## src/rtl/assert_macros.svh

```systemverilog
// Assertion macros used by the encoder datapath.
`ifndef ASSERT_MACROS_SVH
`define ASSERT_MACROS_SVH

`ifndef ASSERT_OFF

// Check a condition at every clock edge outside reset
`define ASSERT_ALWAYS(label, clk_sig, rst_sig, expr, msg) \
    label: assert property (@(posedge clk_sig) disable iff (!rst_sig) (expr)) else $error(msg);

// Check that a condition implies another in the same cycle
`define ASSERT_IMPLIES(label, clk_sig, rst_sig, ante, cons, msg) \
    label: assert property (@(posedge clk_sig) disable iff (!rst_sig) \
        (ante) |-> (cons)) else $error(msg);

// Check that a condition implies another in the next cycle
`define ASSERT_NEXT(label, clk_sig, rst_sig, ante, cons, msg) \
    label: assert property (@(posedge clk_sig) disable iff (!rst_sig) \
        (ante) |=> (cons)) else $error(msg);

`else

`define ASSERT_ALWAYS(label, clk_sig, rst_sig, expr, msg)
`define ASSERT_IMPLIES(label, clk_sig, rst_sig, ante, cons, msg)
`define ASSERT_NEXT(label, clk_sig, rst_sig, ante, cons, msg)

`endif

`endif

```

## src/rtl/ibre_pkg.sv

```systemverilog
// Types and constants shared by the run-length encoder modules.
package ibre_pkg;

    localparam int BYTE_W     = 8;
    localparam int COUNT_W    = 7;
    localparam int CFG_IDX_W  = 1;
    localparam int CFG_DATA_W = 7;

    localparam logic [BYTE_W-1:0] LIT_HEADER = 8'h80;

    // Configuration register indexes
    localparam logic [CFG_IDX_W-1:0] CFG_INVERT     = 1'd0;
    localparam logic [CFG_IDX_W-1:0] CFG_MAX_REPEAT = 1'd1;

    // Source of an emitted byte
    typedef enum logic [1:0] {
        SRC_HDR   = 2'd0,
        SRC_LIT   = 2'd1,
        SRC_COUNT = 2'd2,
        SRC_HELD  = 2'd3
    } src_t;

    // Commands from the controller to the datapath
    typedef struct packed {
        logic capture;
        logic load_first;
        logic set_count2;
        logic inc_count;
        logic take_new;
        logic add_lit;
        logic emit;
        src_t src;
        logic idx_clear;
        logic lit_adv;
        logic lit_clear;
        logic fin;
    } dp_cmd_t;

    // Status from the datapath to the controller
    typedef struct packed {
        logic held_valid;
        logic match;
        logic count_one;
        logic count_ge2;
        logic count_lt_limit;
        logic lit_empty;
        logic lit_full_next;
        logic idx_last;
        logic last;
        logic emit_ok;
    } dp_status_t;

endpackage

```

## src/rtl/ibre_in_if.sv

```systemverilog
// Input byte channel: valid/ready with one source byte and the end marker.
interface ibre_in_if import ibre_pkg::*; ();
    logic              valid;
    logic              ready;
    logic [BYTE_W-1:0] data_byte;
    logic              stream_last;

    modport source (output valid, output data_byte, output stream_last, input ready);
    modport sink   (input valid, input data_byte, input stream_last, output ready);
endinterface

```

## src/rtl/ibre_out_if.sv

```systemverilog
// Output code channel: valid/ready with one encoded byte and its flags.
interface ibre_out_if import ibre_pkg::*; ();
    logic              valid;
    logic              ready;
    logic [BYTE_W-1:0] code_byte;
    logic              burst_last;
    logic              stream_done;

    modport source (output valid, output code_byte, output burst_last, output stream_done,
                    input ready);
    modport sink   (input valid, input code_byte, input burst_last, input stream_done,
                    output ready);
endinterface

```

## src/rtl/ibre_cfg_if.sv

```systemverilog
// Configuration write channel: valid/ready with register index and data.
interface ibre_cfg_if import ibre_pkg::*; ();
    logic                  valid;
    logic                  ready;
    logic [CFG_IDX_W-1:0]  index;
    logic [CFG_DATA_W-1:0] data;

    modport source (output valid, output index, output data, input ready);
    modport sink   (input valid, input index, input data, output ready);
endinterface

```

## src/rtl/ibre_ram.sv

```systemverilog
// Generic single-port-write, single-port-read RAM with registered read data.
module ibre_ram #(
    parameter int WIDTH = 8,
    parameter int DEPTH = 32
) (
    input  logic                                   clk,
    input  logic                                   we,
    input  logic [((DEPTH > 1) ? $clog2(DEPTH) : 1)-1:0] waddr,
    input  logic [WIDTH-1:0]                       wdata,
    input  logic [((DEPTH > 1) ? $clog2(DEPTH) : 1)-1:0] raddr,
    output logic [WIDTH-1:0]                       rdata
);

    logic [WIDTH-1:0] mem_reg [DEPTH];
    logic [WIDTH-1:0] rdata_reg;

    // Write port
    always_ff @(posedge clk)
    begin
        if (we)
        begin
            mem_reg[waddr] <= wdata;
        end
    end

    // Registered read port
    always_ff @(posedge clk)
    begin
        rdata_reg <= mem_reg[raddr];
    end

    assign rdata = rdata_reg;

endmodule

```

## src/rtl/ibre_dp.sv

```systemverilog
// Encoder datapath: config, held byte and run count, literal buffer, output stage.
`include "assert_macros.svh"

module ibre_dp import ibre_pkg::*; #(
    parameter int MAX_LITERAL = 32
) (
    input  logic                  clk,
    input  logic                  rst_n,
    input  logic [BYTE_W-1:0]     data_byte,
    input  logic                  stream_last,
    input  logic                  cfg_we,
    input  logic [CFG_IDX_W-1:0]  cfg_index,
    input  logic [CFG_DATA_W-1:0] cfg_data,
    input  logic                  out_ready,
    output logic                  out_valid,
    output logic [BYTE_W-1:0]     code_byte,
    output logic                  burst_last,
    output logic                  stream_done,
    input  dp_cmd_t               cmd,
    output dp_status_t            status
);

    localparam int AW = (MAX_LITERAL > 1) ? $clog2(MAX_LITERAL) : 1;
    localparam int CW = $clog2(MAX_LITERAL + 1);

    logic                invert_reg;
    logic [COUNT_W-1:0]  max_rep_reg;
    logic [BYTE_W-1:0]   byte_reg;
    logic                last_reg;
    logic [BYTE_W-1:0]   held_reg;
    logic                held_valid_reg;
    logic [COUNT_W-1:0]  count_reg;
    logic [CW-1:0]       lit_cnt_reg;
    logic [CW-1:0]       idx_reg;
    logic [BYTE_W-1:0]   pend_reg;
    logic                pend_valid_reg;
    logic [BYTE_W-1:0]   out_byte_reg;
    logic                out_bl_reg;
    logic                out_sd_reg;
    logic                out_valid_reg;

    logic [COUNT_W-1:0]  limit;
    logic [CW:0]         lit_cnt_inc;
    logic [CW-1:0]       idx_inc;
    logic                emit_ok;
    logic                do_emit;
    logic                do_fin;
    logic                end_clear;
    logic                out_load;
    logic [AW-1:0]       rd_addr;
    logic [BYTE_W-1:0]   rd_data;
    logic [BYTE_W-1:0]   emit_byte;

    // Derive limits, flags and handshake permission
    always_comb
    begin
        limit       = (max_rep_reg < 7'd2) ? 7'd2 : max_rep_reg;
        lit_cnt_inc = {1'b0, lit_cnt_reg} + (CW+1)'(1);
        idx_inc     = idx_reg + CW'(1);
        emit_ok     = !pend_valid_reg || !out_valid_reg || out_ready;
        do_emit     = cmd.emit && emit_ok;
        do_fin      = cmd.fin && emit_ok;
        end_clear   = do_fin && last_reg;
        out_load    = (do_emit || do_fin) && pend_valid_reg;
    end

    // Report status to the controller
    always_comb
    begin
        status.held_valid     = held_valid_reg;
        status.match          = held_valid_reg && (byte_reg == held_reg);
        status.count_one      = (count_reg == 7'd1);
        status.count_ge2      = (count_reg >= 7'd2);
        status.count_lt_limit = (count_reg < limit);
        status.lit_empty      = (lit_cnt_reg == '0);
        status.lit_full_next  = (lit_cnt_inc >= (CW+1)'(MAX_LITERAL));
        status.idx_last       = (idx_inc == lit_cnt_reg);
        status.last           = last_reg;
        status.emit_ok        = emit_ok;
    end

    // Read one entry ahead while draining so data is ready for the next beat
    always_comb
    begin
        if (cmd.idx_clear)
        begin
            rd_addr = '0;
        end
        else if (cmd.lit_adv && emit_ok)
        begin
            rd_addr = idx_inc[AW-1:0];
        end
        else
        begin
            rd_addr = idx_reg[AW-1:0];
        end
    end

    ibre_ram #(
        .WIDTH (BYTE_W),
        .DEPTH (MAX_LITERAL)
    ) u_lit_ram (
        .clk   (clk),
        .we    (cmd.add_lit),
        .waddr (lit_cnt_reg[AW-1:0]),
        .wdata (held_reg),
        .raddr (rd_addr),
        .rdata (rd_data)
    );

    // Select the byte to emit
    always_comb
    begin
        case (cmd.src)
            SRC_HDR:   emit_byte = LIT_HEADER | BYTE_W'(lit_cnt_reg);
            SRC_LIT:   emit_byte = rd_data;
            SRC_COUNT: emit_byte = {1'b0, count_reg};
            SRC_HELD:  emit_byte = held_reg;
            default:   emit_byte = held_reg;
        endcase
    end

    // Configuration registers
    always_ff @(posedge clk or negedge rst_n)
    begin
        if (!rst_n)
        begin
            invert_reg  <= 1'b1;
            max_rep_reg <= 7'd127;
        end
        else if (cfg_we)
        begin
            unique case (cfg_index)
                CFG_INVERT:     invert_reg  <= cfg_data[0];
                CFG_MAX_REPEAT: max_rep_reg <= cfg_data[COUNT_W-1:0];
                default:        ;
            endcase
        end
    end

    // Control state: run tracking, literal fill, drain index, beat flags
    always_ff @(posedge clk or negedge rst_n)
    begin
        if (!rst_n)
        begin
            last_reg       <= 1'b0;
            held_valid_reg <= 1'b0;
            count_reg      <= '0;
            lit_cnt_reg    <= '0;
            idx_reg        <= '0;
            pend_valid_reg <= 1'b0;
            out_valid_reg  <= 1'b0;
        end
        else
        begin
            if (cmd.capture)
            begin
                last_reg <= stream_last;
            end

            // Held byte occurrence count
            if (end_clear)
            begin
                held_valid_reg <= 1'b0;
                count_reg      <= '0;
            end
            else if (cmd.load_first)
            begin
                held_valid_reg <= 1'b1;
                count_reg      <= 7'd1;
            end
            else if (cmd.take_new)
            begin
                count_reg <= 7'd1;
            end
            else if (cmd.set_count2)
            begin
                count_reg <= 7'd2;
            end
            else if (cmd.inc_count)
            begin
                count_reg <= count_reg + 7'd1;
            end

            // Literal fill count
            if (end_clear || (cmd.lit_clear && emit_ok))
            begin
                lit_cnt_reg <= '0;
            end
            else if (cmd.add_lit)
            begin
                lit_cnt_reg <= lit_cnt_inc[CW-1:0];
            end

            // Drain index
            if (cmd.idx_clear)
            begin
                idx_reg <= '0;
            end
            else if (cmd.lit_adv && emit_ok)
            begin
                idx_reg <= idx_inc;
            end

            // Pending beat: hold one beat back so the last one can be flagged
            if (do_emit)
            begin
                pend_valid_reg <= 1'b1;
            end
            else if (do_fin)
            begin
                pend_valid_reg <= 1'b0;
            end

            // Output register
            if (out_load)
            begin
                out_valid_reg <= 1'b1;
            end
            else if (out_ready)
            begin
                out_valid_reg <= 1'b0;
            end
        end
    end

    // Payload registers
    always_ff @(posedge clk)
    begin
        if (cmd.capture)
        begin
            byte_reg <= data_byte ^ {BYTE_W{invert_reg}};
        end
        if (cmd.load_first || cmd.take_new)
        begin
            held_reg <= byte_reg;
        end
        if (do_emit)
        begin
            pend_reg <= emit_byte;
        end
        if (out_load)
        begin
            out_byte_reg <= pend_reg;
            out_bl_reg   <= do_fin;
            out_sd_reg   <= do_fin && last_reg;
        end
    end

    assign out_valid   = out_valid_reg;
    assign code_byte   = out_byte_reg;
    assign burst_last  = out_bl_reg;
    assign stream_done = out_sd_reg;

    `ASSERT_ALWAYS(a_count_tracks_valid, clk, rst_n, held_valid_reg == (count_reg != '0), "run count and held valid disagree")
    `ASSERT_IMPLIES(a_lit_room, clk, rst_n, cmd.add_lit, lit_cnt_reg < CW'(MAX_LITERAL), "literal added to a full buffer")
    `ASSERT_NEXT(a_end_clears, clk, rst_n, end_clear, !held_valid_reg && (lit_cnt_reg == '0) && !pend_valid_reg, "stream end left state behind")

endmodule

```

## src/rtl/ibre_ctrl.sv

```systemverilog
// Encoder controller: sequences each input byte through run, literal and flush steps.
module ibre_ctrl import ibre_pkg::*; (
    input  logic       clk,
    input  logic       rst_n,
    input  logic       in_valid,
    output logic       in_ready,
    input  dp_status_t status,
    output dp_cmd_t    cmd
);

    typedef enum logic [7:0] {
        S_IDLE    = 8'b0000_0001,
        S_EVAL    = 8'b0000_0010,
        S_LASTCHK = 8'b0000_0100,
        S_FHDR    = 8'b0000_1000,
        S_FDAT    = 8'b0001_0000,
        S_RUNC    = 8'b0010_0000,
        S_RUNV    = 8'b0100_0000,
        S_FIN     = 8'b1000_0000
    } state_t;

    state_t state_reg;
    state_t state_next;
    logic   tail_reg;
    logic   tail_next;
    state_t quiet_exit;
    state_t after_flush;

    // Exit targets for the evaluate and literal-data states
    always_comb
    begin
        quiet_exit = status.last ? S_LASTCHK : S_IDLE;
        if (tail_reg)
        begin
            after_flush = status.count_ge2 ? S_RUNC : S_FIN;
        end
        else
        begin
            after_flush = S_LASTCHK;
        end
    end

    // Next state and datapath commands
    always_comb
    begin
        cmd        = '0;
        cmd.src    = SRC_HELD;
        state_next = state_reg;
        tail_next  = tail_reg;
        in_ready   = 1'b0;

        unique case (state_reg)
            S_IDLE:
            begin
                in_ready = 1'b1;
                if (in_valid)
                begin
                    cmd.capture = 1'b1;
                    state_next  = S_EVAL;
                end
            end

            S_EVAL:
            begin
                if (!status.held_valid)
                begin
                    cmd.load_first = 1'b1;
                    state_next     = quiet_exit;
                end
                else if (status.match && status.count_one)
                begin
                    // Second copy: the pending literal group goes out ahead of the run
                    cmd.set_count2 = 1'b1;
                    state_next     = status.lit_empty ? quiet_exit : S_FHDR;
                end
                else if (status.match && status.count_lt_limit)
                begin
                    cmd.inc_count = 1'b1;
                    state_next    = quiet_exit;
                end
                else if (status.match || status.count_ge2)
                begin
                    // Full run or run broken by a new byte
                    state_next = S_RUNC;
                end
                else
                begin
                    cmd.add_lit  = 1'b1;
                    cmd.take_new = 1'b1;
                    state_next   = status.lit_full_next ? S_FHDR : quiet_exit;
                end
            end

            S_LASTCHK:
            begin
                if (!status.last)
                begin
                    state_next = S_FIN;
                end
                else
                begin
                    tail_next = 1'b1;
                    if (status.count_ge2)
                    begin
                        state_next = status.lit_empty ? S_RUNC : S_FHDR;
                    end
                    else
                    begin
                        cmd.add_lit = 1'b1;
                        state_next  = S_FHDR;
                    end
                end
            end

            S_FHDR:
            begin
                cmd.emit      = 1'b1;
                cmd.src       = SRC_HDR;
                cmd.idx_clear = 1'b1;
                if (status.emit_ok)
                begin
                    state_next = S_FDAT;
                end
            end

            S_FDAT:
            begin
                cmd.emit      = 1'b1;
                cmd.src       = SRC_LIT;
                cmd.lit_adv   = 1'b1;
                cmd.lit_clear = status.idx_last;
                if (status.emit_ok && status.idx_last)
                begin
                    state_next = after_flush;
                end
            end

            S_RUNC:
            begin
                cmd.emit = 1'b1;
                cmd.src  = SRC_COUNT;
                if (status.emit_ok)
                begin
                    state_next = S_RUNV;
                end
            end

            S_RUNV:
            begin
                cmd.emit = 1'b1;
                cmd.src  = SRC_HELD;
                if (status.emit_ok)
                begin
                    if (tail_reg)
                    begin
                        state_next = S_FIN;
                    end
                    else
                    begin
                        cmd.take_new = 1'b1;
                        state_next   = S_LASTCHK;
                    end
                end
            end

            S_FIN:
            begin
                cmd.fin = 1'b1;
                if (status.emit_ok)
                begin
                    tail_next  = 1'b0;
                    state_next = S_IDLE;
                end
            end

            default:
            begin
                state_next = S_IDLE;
            end
        endcase
    end

    // State registers
    always_ff @(posedge clk or negedge rst_n)
    begin
        if (!rst_n)
        begin
            state_reg <= S_IDLE;
            tail_reg  <= 1'b0;
        end
        else
        begin
            state_reg <= state_next;
            tail_reg  <= tail_next;
        end
    end

endmodule

```

## src/rtl/inverted_byte_rle_encoder.sv

```systemverilog
// Top level of the inverted byte run-length encoder.
//
// Takes one source byte per beat, optionally complements it, and emits a
// PackBits-style code stream: a run of 2 to max(2, max_repeat) equal bytes
// becomes a count byte and the value, and other bytes gather into literal
// groups of up to MAX_LITERAL bytes sent as 0x80+n and the n bytes. A beat
// with stream_last set flushes everything, empties the run and literal state
// and returns the controller to idle. The block works on one byte at a time:
// it accepts a byte, evaluates it and sends out any codes it produces before
// it accepts the next, and the controller emits at most one beat per cycle,
// while the output accepts, through a one-beat hold stage and the output
// register. A literal flush of n bytes holds the input while n+1 beats go out,
// as the literal buffer is read out one entry per cycle while the output accepts.
// Configuration writes are always taken and must be made while no byte is
// in flight.
module inverted_byte_rle_encoder import ibre_pkg::*; #(
    parameter int MAX_LITERAL = 32
) (
    input  logic         clk,
    input  logic         rst_n,
    ibre_in_if.sink      stream,
    ibre_out_if.source   code,
    ibre_cfg_if.sink     cfg
);

    dp_cmd_t    cmd;
    dp_status_t status;

    // Configuration writes complete in the cycle they are offered
    assign cfg.ready = 1'b1;

    ibre_ctrl u_ctrl (
        .clk      (clk),
        .rst_n    (rst_n),
        .in_valid (stream.valid),
        .in_ready (stream.ready),
        .status   (status),
        .cmd      (cmd)
    );

    ibre_dp #(
        .MAX_LITERAL (MAX_LITERAL)
    ) u_dp (
        .clk         (clk),
        .rst_n       (rst_n),
        .data_byte   (stream.data_byte),
        .stream_last (stream.stream_last),
        .cfg_we      (cfg.valid),
        .cfg_index   (cfg.index),
        .cfg_data    (cfg.data),
        .out_ready   (code.ready),
        .out_valid   (code.valid),
        .code_byte   (code.code_byte),
        .burst_last  (code.burst_last),
        .stream_done (code.stream_done),
        .cmd         (cmd),
        .status      (status)
    );

endmodule
```

## src/flat_wrapper.sv

```systemverilog
// flat-port wrapper written by rule: the top's interface ports become plain ports
module inverted_byte_rle_encoder_flat import ibre_pkg::*;
#(
    parameter int MAX_LITERAL = 32
)
  (clk, rst_n, stream_valid, stream_data_byte, stream_stream_last, stream_ready, code_valid, code_code_byte, code_burst_last, code_stream_done, code_ready, cfg_valid, cfg_index, cfg_data, cfg_ready);
  ibre_in_if stream_i ();
  ibre_out_if code_i ();
  ibre_cfg_if cfg_i ();
  input  logic clk;
  input  logic rst_n;
  input wire logic [$bits(stream_i.valid)-1:0] stream_valid;
  input wire logic [$bits(stream_i.data_byte)-1:0] stream_data_byte;
  input wire logic [$bits(stream_i.stream_last)-1:0] stream_stream_last;
  output wire logic [$bits(stream_i.ready)-1:0] stream_ready;
  output wire logic [$bits(code_i.valid)-1:0] code_valid;
  output wire logic [$bits(code_i.code_byte)-1:0] code_code_byte;
  output wire logic [$bits(code_i.burst_last)-1:0] code_burst_last;
  output wire logic [$bits(code_i.stream_done)-1:0] code_stream_done;
  input wire logic [$bits(code_i.ready)-1:0] code_ready;
  input wire logic [$bits(cfg_i.valid)-1:0] cfg_valid;
  input wire logic [$bits(cfg_i.index)-1:0] cfg_index;
  input wire logic [$bits(cfg_i.data)-1:0] cfg_data;
  output wire logic [$bits(cfg_i.ready)-1:0] cfg_ready;
  assign stream_i.valid = stream_valid;
  assign stream_i.data_byte = stream_data_byte;
  assign stream_i.stream_last = stream_stream_last;
  assign stream_ready = stream_i.ready;
  assign code_valid = code_i.valid;
  assign code_code_byte = code_i.code_byte;
  assign code_burst_last = code_i.burst_last;
  assign code_stream_done = code_i.stream_done;
  assign code_i.ready = code_ready;
  assign cfg_i.valid = cfg_valid;
  assign cfg_i.index = cfg_index;
  assign cfg_i.data = cfg_data;
  assign cfg_ready = cfg_i.ready;
  inverted_byte_rle_encoder #(.MAX_LITERAL(MAX_LITERAL)) u_core (.clk(clk), .rst_n(rst_n), .stream(stream_i), .code(code_i), .cfg(cfg_i));
endmodule
```

## config.mk

```make
export PLATFORM = sky130hd
export DESIGN_NAME = inverted_byte_rle_encoder_flat
export DESIGN_NICKNAME = d
export VERILOG_FILES = /design/src/rtl/ibre_pkg.sv /design/src/rtl/ibre_in_if.sv /design/src/rtl/ibre_out_if.sv /design/src/rtl/ibre_cfg_if.sv /design/src/rtl/ibre_ram.sv /design/src/rtl/ibre_dp.sv /design/src/rtl/ibre_ctrl.sv /design/src/rtl/inverted_byte_rle_encoder.sv /design/src/flat_wrapper.sv
export VERILOG_INCLUDE_DIRS = /design/src /design/src/rtl
export SDC_FILE = /design/constraint.sdc
export NUM_CORES = 1
export LEC_CHECK = 0
export ABC_AREA = 1
export BUFFER_PORTS_ARGS = -buffer_cell sky130_fd_sc_hd__buf_2
export CAP_MARGIN = 40
export CORE_ASPECT_RATIO = 1.75
export CORE_UTILIZATION = 35
export CTS_CLUSTER_DIAMETER = 40
export DETAILED_ROUTE_END_ITERATION = 6
export PLACE_DENSITY_LB_ADDON = 0.2
export SLEW_MARGIN = 20
export SYNTH_ARGS = -nofsm -noshare
export SYNTH_HDL_FRONTEND = slang
export SYNTH_SLANG_ARGS = --single-unit
```

## constraint.sdc

```tcl
create_clock -name clk -period 2.7 [get_ports clk]
set_input_delay 0.27 -clock clk [delete_from_list [all_inputs] [get_ports clk]]
set_output_delay 0.27 -clock clk [all_outputs]
set_load 0.02 [all_outputs]
```

==> summary.txt <==
Detailed routing
  – Routed WL: 46000 microns
  – Total via count after detailed routing: between 10000 and 15000
  – Remaining antenna violation count after routing: 0
  – Residual DRC count: 0
  – Detail-routed via count per cell: about 5
  – Avg WL per Cell: between 20 and 25 microns
  – Initial DRC count: around 840
  – Total iterations of the first detailed-routing run: 5

Layout
  – Inserted Diodes: 0
  – Footprint of the multi-input gates: ~4600 sq um
  – Sequential cell area: slightly below 10000 sq um
  – Relative area change from synthesis to final layout: 16.8%
  – Cell area after layout: between 15000 and 20000 sq um
  – # fillers: around 4400
  – Share of final-layout standard cells stronger than drive strength 1: between 10% and 20%
  – Final cell count without fillers: about 2200
  – Most common cell after layout, fill and taps aside: sky130_fd_sc_hd__nand2_1
  – Net count reported at finish: approximately 1700
  – Top library cells by usage in the layout, fill and taps aside: sky130_fd_sc_hd__nand2_1, sky130_fd_sc_hd__nand3_1, sky130_fd_sc_hd__edfxtp_1
  – Post-Route Utilization: 41.3%
  – Flip-flop count of the largest register after layout: between 200 and 300

Clocking
  – Worst-skew pair later-pin latency: around 0.53 ns
  – Clk pin slew, worst setup/hold paths: around 0.06 ns
  – Sinks on the clock net: approximately 340
  – Buffer type at the clock tree root: sky130_fd_sc_hd__clkbuf_16
  – Number of buffers inserted during clock tree synthesis: 34
  – Number of buffers between clock root and the deepest sink: 3
  – CTS tree: done
  – CTS H-tree lvls: 2

Worst hold path
  – Hold worst-path end: u_core.u_dp.byte_reg[2]$_DFFE_PP_
  – Worst hold stages: 2
  – Origin of the worst min-delay path: stream_data_byte[2]
  – Class of the tightest hold or removal check: in -> reg

Setup path
  – Startpoint of the lowest-slack register-to-register path: u_core.u_ctrl.state_reg[4]$_DFFE_PN0P_
  – Slowest cell on crit path: sky130_fd_sc_hd__dfrtp_1
  – Capture instance of the worst register-to-register path: u_core.u_dp.u_lit_ram.rdata[3]$_DFF_P_
  – Crit path launch type: register
  – Critical path class: reg -> reg
  – Register-to-register path setup slack: around 0.13 ns
  – Data required time of the critical path: roughly 3.1 ns
  – Cell type group with the largest total delay on the critical path: simple AND/OR/NAND/NOR gates
  – Largest stage delay on the critical path: approximately 0.40 ns
  – Largest fanout on the critical path: 18
  – Register-to-Register Path Depth: 13
  – Crit path cell chain: nor2_1 > nand4_1 > buf_4 > nand2_2 > inv_2 > a21oi_4 > buf_12 > buf_4 > nand3_1 > nand3_1 > nand2_1 > nand2_1 > nand2_1
  – Crit path top cell by count: sky130_fd_sc_hd__nand2_1
  – Number of buffer and inverter stages on the critical path: 4
  – Critical Path Sink Type: register
  – Stages on worst setup path: 13
  – Critical path arrival: around 3.0 ns

Synthesis
  – Number of distinct library cell variants in the gate-level netlist after synthesis: between 40 and 50
  – Synth Net Count: approximately 1600
  – Part of the Yosys area used for sequential elements: between 60 and 70%
  – Number of warnings reported in the yosys synthesis log: 0
  – Netlist area before placement: approximately 16000 sq um
  – Most common flop cell mapped by yosys: sky130_fd_sc_hd__edfxtp_1
  – Count of flip-flops with a built-in enable after synthesis: 290
  – FF+latch count, synth: 338
  – Mapped Avg Cell Area: ~10 sq um
  – Gate Count Post-Synth: roughly 1600
  – Share of synthesized flip-flops with an asynchronous set or reset: a little under an eighth

GRT
  – Met2 demand-to-capacity share in global routing: between 40% and 50%
  – Number of global-route vias before repair: 11600
  – Wire length of the first global-routing pass: between 60000 and 70000 microns
  – GRT met1 Usage: 20.3%
  – Pin count of the biggest net entering global routing: 72
  – Layer with the highest usage: met2
  – Antenna violations before repair: 1
  – Total track usage: around 21%
  – Overflow left after global routing: 0
  – Global routing met3 resource utilization: 1.82%

Floorplanning
  – IO Count: 35
  – Core Box Area: ~44000 sq um
  – Die width: ~160 microns
  – Die Height: ~280 microns
  – Initial Utilization: between 30% and 40%
  – Total Die Area: between 40000 and 50000 sq um
  – Number of rows created at floorplan: just over 100

Power
  – Power density relative to cell area: ~1000 nW/um^2
  – Peak ir drop on the vdd network: about 0.66 mV
  – Leakage power figure: between 0.007 and 0.008 uW

Run
  – # Max-Cap Violations: 0

Timing
  – Post-layout minimum cycle time: 2.57 ns
  – Setup repair after global routing missed its margin: no
  – Count of final setup violators: 0
  – Final hold slack: between 0.05 and 0.06 ns
  – Slew Limit Fails: 0
  – Hold Violations, Final: 0
  – Worst slew margin relative to its limit: about two thirds
  – Period utilization: 95.1%
  – Skew final: around 0.017 ns
  – Least-Margin Pin Slew: roughly 0.53 ns
  – Achievable clock frequency: ~0.39 GHz
  – TNS Setup: 0 ns

Placement
  – Inst Count DP: roughly 2200
  – Number of port buffers: 33
  – RD Place Congestion: ~0.90
  – DPL Wire Length: 31700 microns
  – Instance area after placement: between 15000 and 20000 sq um

Status
  – Result of the run: finished clean
==> per-stage QoR <==
stage               worst slack, ns  total power [uW]
CTS                          0.0395             18400
global placement             0.0703             13400
global route                0.00121             19200
floorplan                     0.161             10900
detailed placement           0.0510             13500
finish                        0.131             18300
==> power by group <==
part	internal (uW)	switching [uW]
clock network	2890	2020
registers	6350	338
logic	2000	4680
total	11200	7040
==> cell type report <==
type | instances | share of cell area [%]
clock inverters | 17 | 1.15
inverters | 212 | 4.37
flip-flops and latches | 338 | 54.1
multi-input cells | 929 | 25.2
repair buffers | 136 | 6.07
clock buffers | 42 | 5.18
well taps | 572 | 3.92
==> metal layers <==
metal / vias to the layer above / wire length (microns)
li1: 5403 / -
met1: 5545 / 15600
met2: 313 / 26500
met3: 108 / 1490
met4: 0 / 2520
met5: - / 0
==> cell families (layout without fill, tap and decap cells) <==
group           after synthesis  count (layout)  share of synthesized area (%)
compound gates               77              77                           2.83
other cells                   1               1                         0.0240
flops                       338             338                           63.2
buf+inv                     283             407                           7.66
fa+ha+maj                    14              14                           1.12
simple gates                812             812                           23.7
xor+xnor                     25              25                           1.49
==> cell usage after synthesis, types with 2 or more instances <==
cell	n	area share, %
sky130_fd_sc_hd__ha_1	14	1.1
sky130_fd_sc_hd__o22ai_1	4	0.16
sky130_fd_sc_hd__xor2_1	23	1.3
sky130_fd_sc_hd__nand4_1	12	0.48
sky130_fd_sc_hd__nor2_1	83	2.0
sky130_fd_sc_hd__o211ai_1	2	0.096
sky130_fd_sc_hd__nor2_2	4	0.16
sky130_fd_sc_hd__dfrtp_1	31	5.0
sky130_fd_sc_hd__dfstp_2	9	1.5
sky130_fd_sc_hd__inv_2	6	0.14
sky130_fd_sc_hd__a22oi_1	2	0.096
sky130_fd_sc_hd__o21ai_0	35	1.1
sky130_fd_sc_hd__nor3_1	9	0.29
sky130_fd_sc_hd__buf_6	4	0.29
sky130_fd_sc_hd__and2_1	2	0.080
sky130_fd_sc_hd__o22ai_2	2	0.16
sky130_fd_sc_hd__nand3_1	300	9.6
sky130_fd_sc_hd__a31oi_1	2	0.080
sky130_fd_sc_hd__nand2_2	3	0.12
sky130_fd_sc_hd__edfxtp_1	290	56
sky130_fd_sc_hd__a21oi_1	24	0.77
sky130_fd_sc_hd__nand3b_1	41	2.0
sky130_fd_sc_hd__dfxtp_1	8	1.0
sky130_fd_sc_hd__nand2_1	349	8.4
sky130_fd_sc_hd__inv_1	205	4.9
sky130_fd_sc_hd__nor4_2	2	0.16
sky130_fd_sc_hd__buf_2	48	1.5
sky130_fd_sc_hd__buf_4	12	0.58
sky130_fd_sc_hd__clkbuf_1	7	0.17
==> worst max-delay path by stage <==
stage	slack, ns	startpoint	endpoint
after CTS	0.04	code_ready	u_core.u_dp.u_lit_ram.rdata[7]$_DFF_P_
after floorplan	0.16	u_core.u_dp.held_reg[0]$_DFFE_PP_	u_core.u_dp.u_lit_ram.mem_reg[31][0]$_DFFE_PP_
after detailed placement	0.05	code_ready	u_core.u_dp.u_lit_ram.rdata[7]$_DFF_P_
final	0.13	u_core.u_ctrl.state_reg[4]$_DFFE_PN0P_	u_core.u_dp.u_lit_ram.rdata[3]$_DFF_P_
after global placement	0.07	code_ready	u_core.u_dp.u_lit_ram.rdata[7]$_DFF_P_
after global routing	0.001	u_core.u_ctrl.state_reg[4]$_DFFE_PN0P_	u_core.u_dp.u_lit_ram.mem_reg[15][5]$_DFFE_PP_
==> worst register-to-register path: cells and delay by family (launching register included) <==
family | cells | cell delay, ns
simple gates | 8 | 1.18
compound gates | 1 | 0.16
buf+inv | 4 | 0.73
flops | 1 | 0.40
==> what timing repair did <==
item | in CTS | in global routing
setup buffers | 0 | 1
endpoints found under the setup margin | 0 | 265
endpoints found under the hold margin | 42 | 0
hold buffers | 13 | 0
resized for setup | 0 | 7
Power figures use the tool's default switching activity.
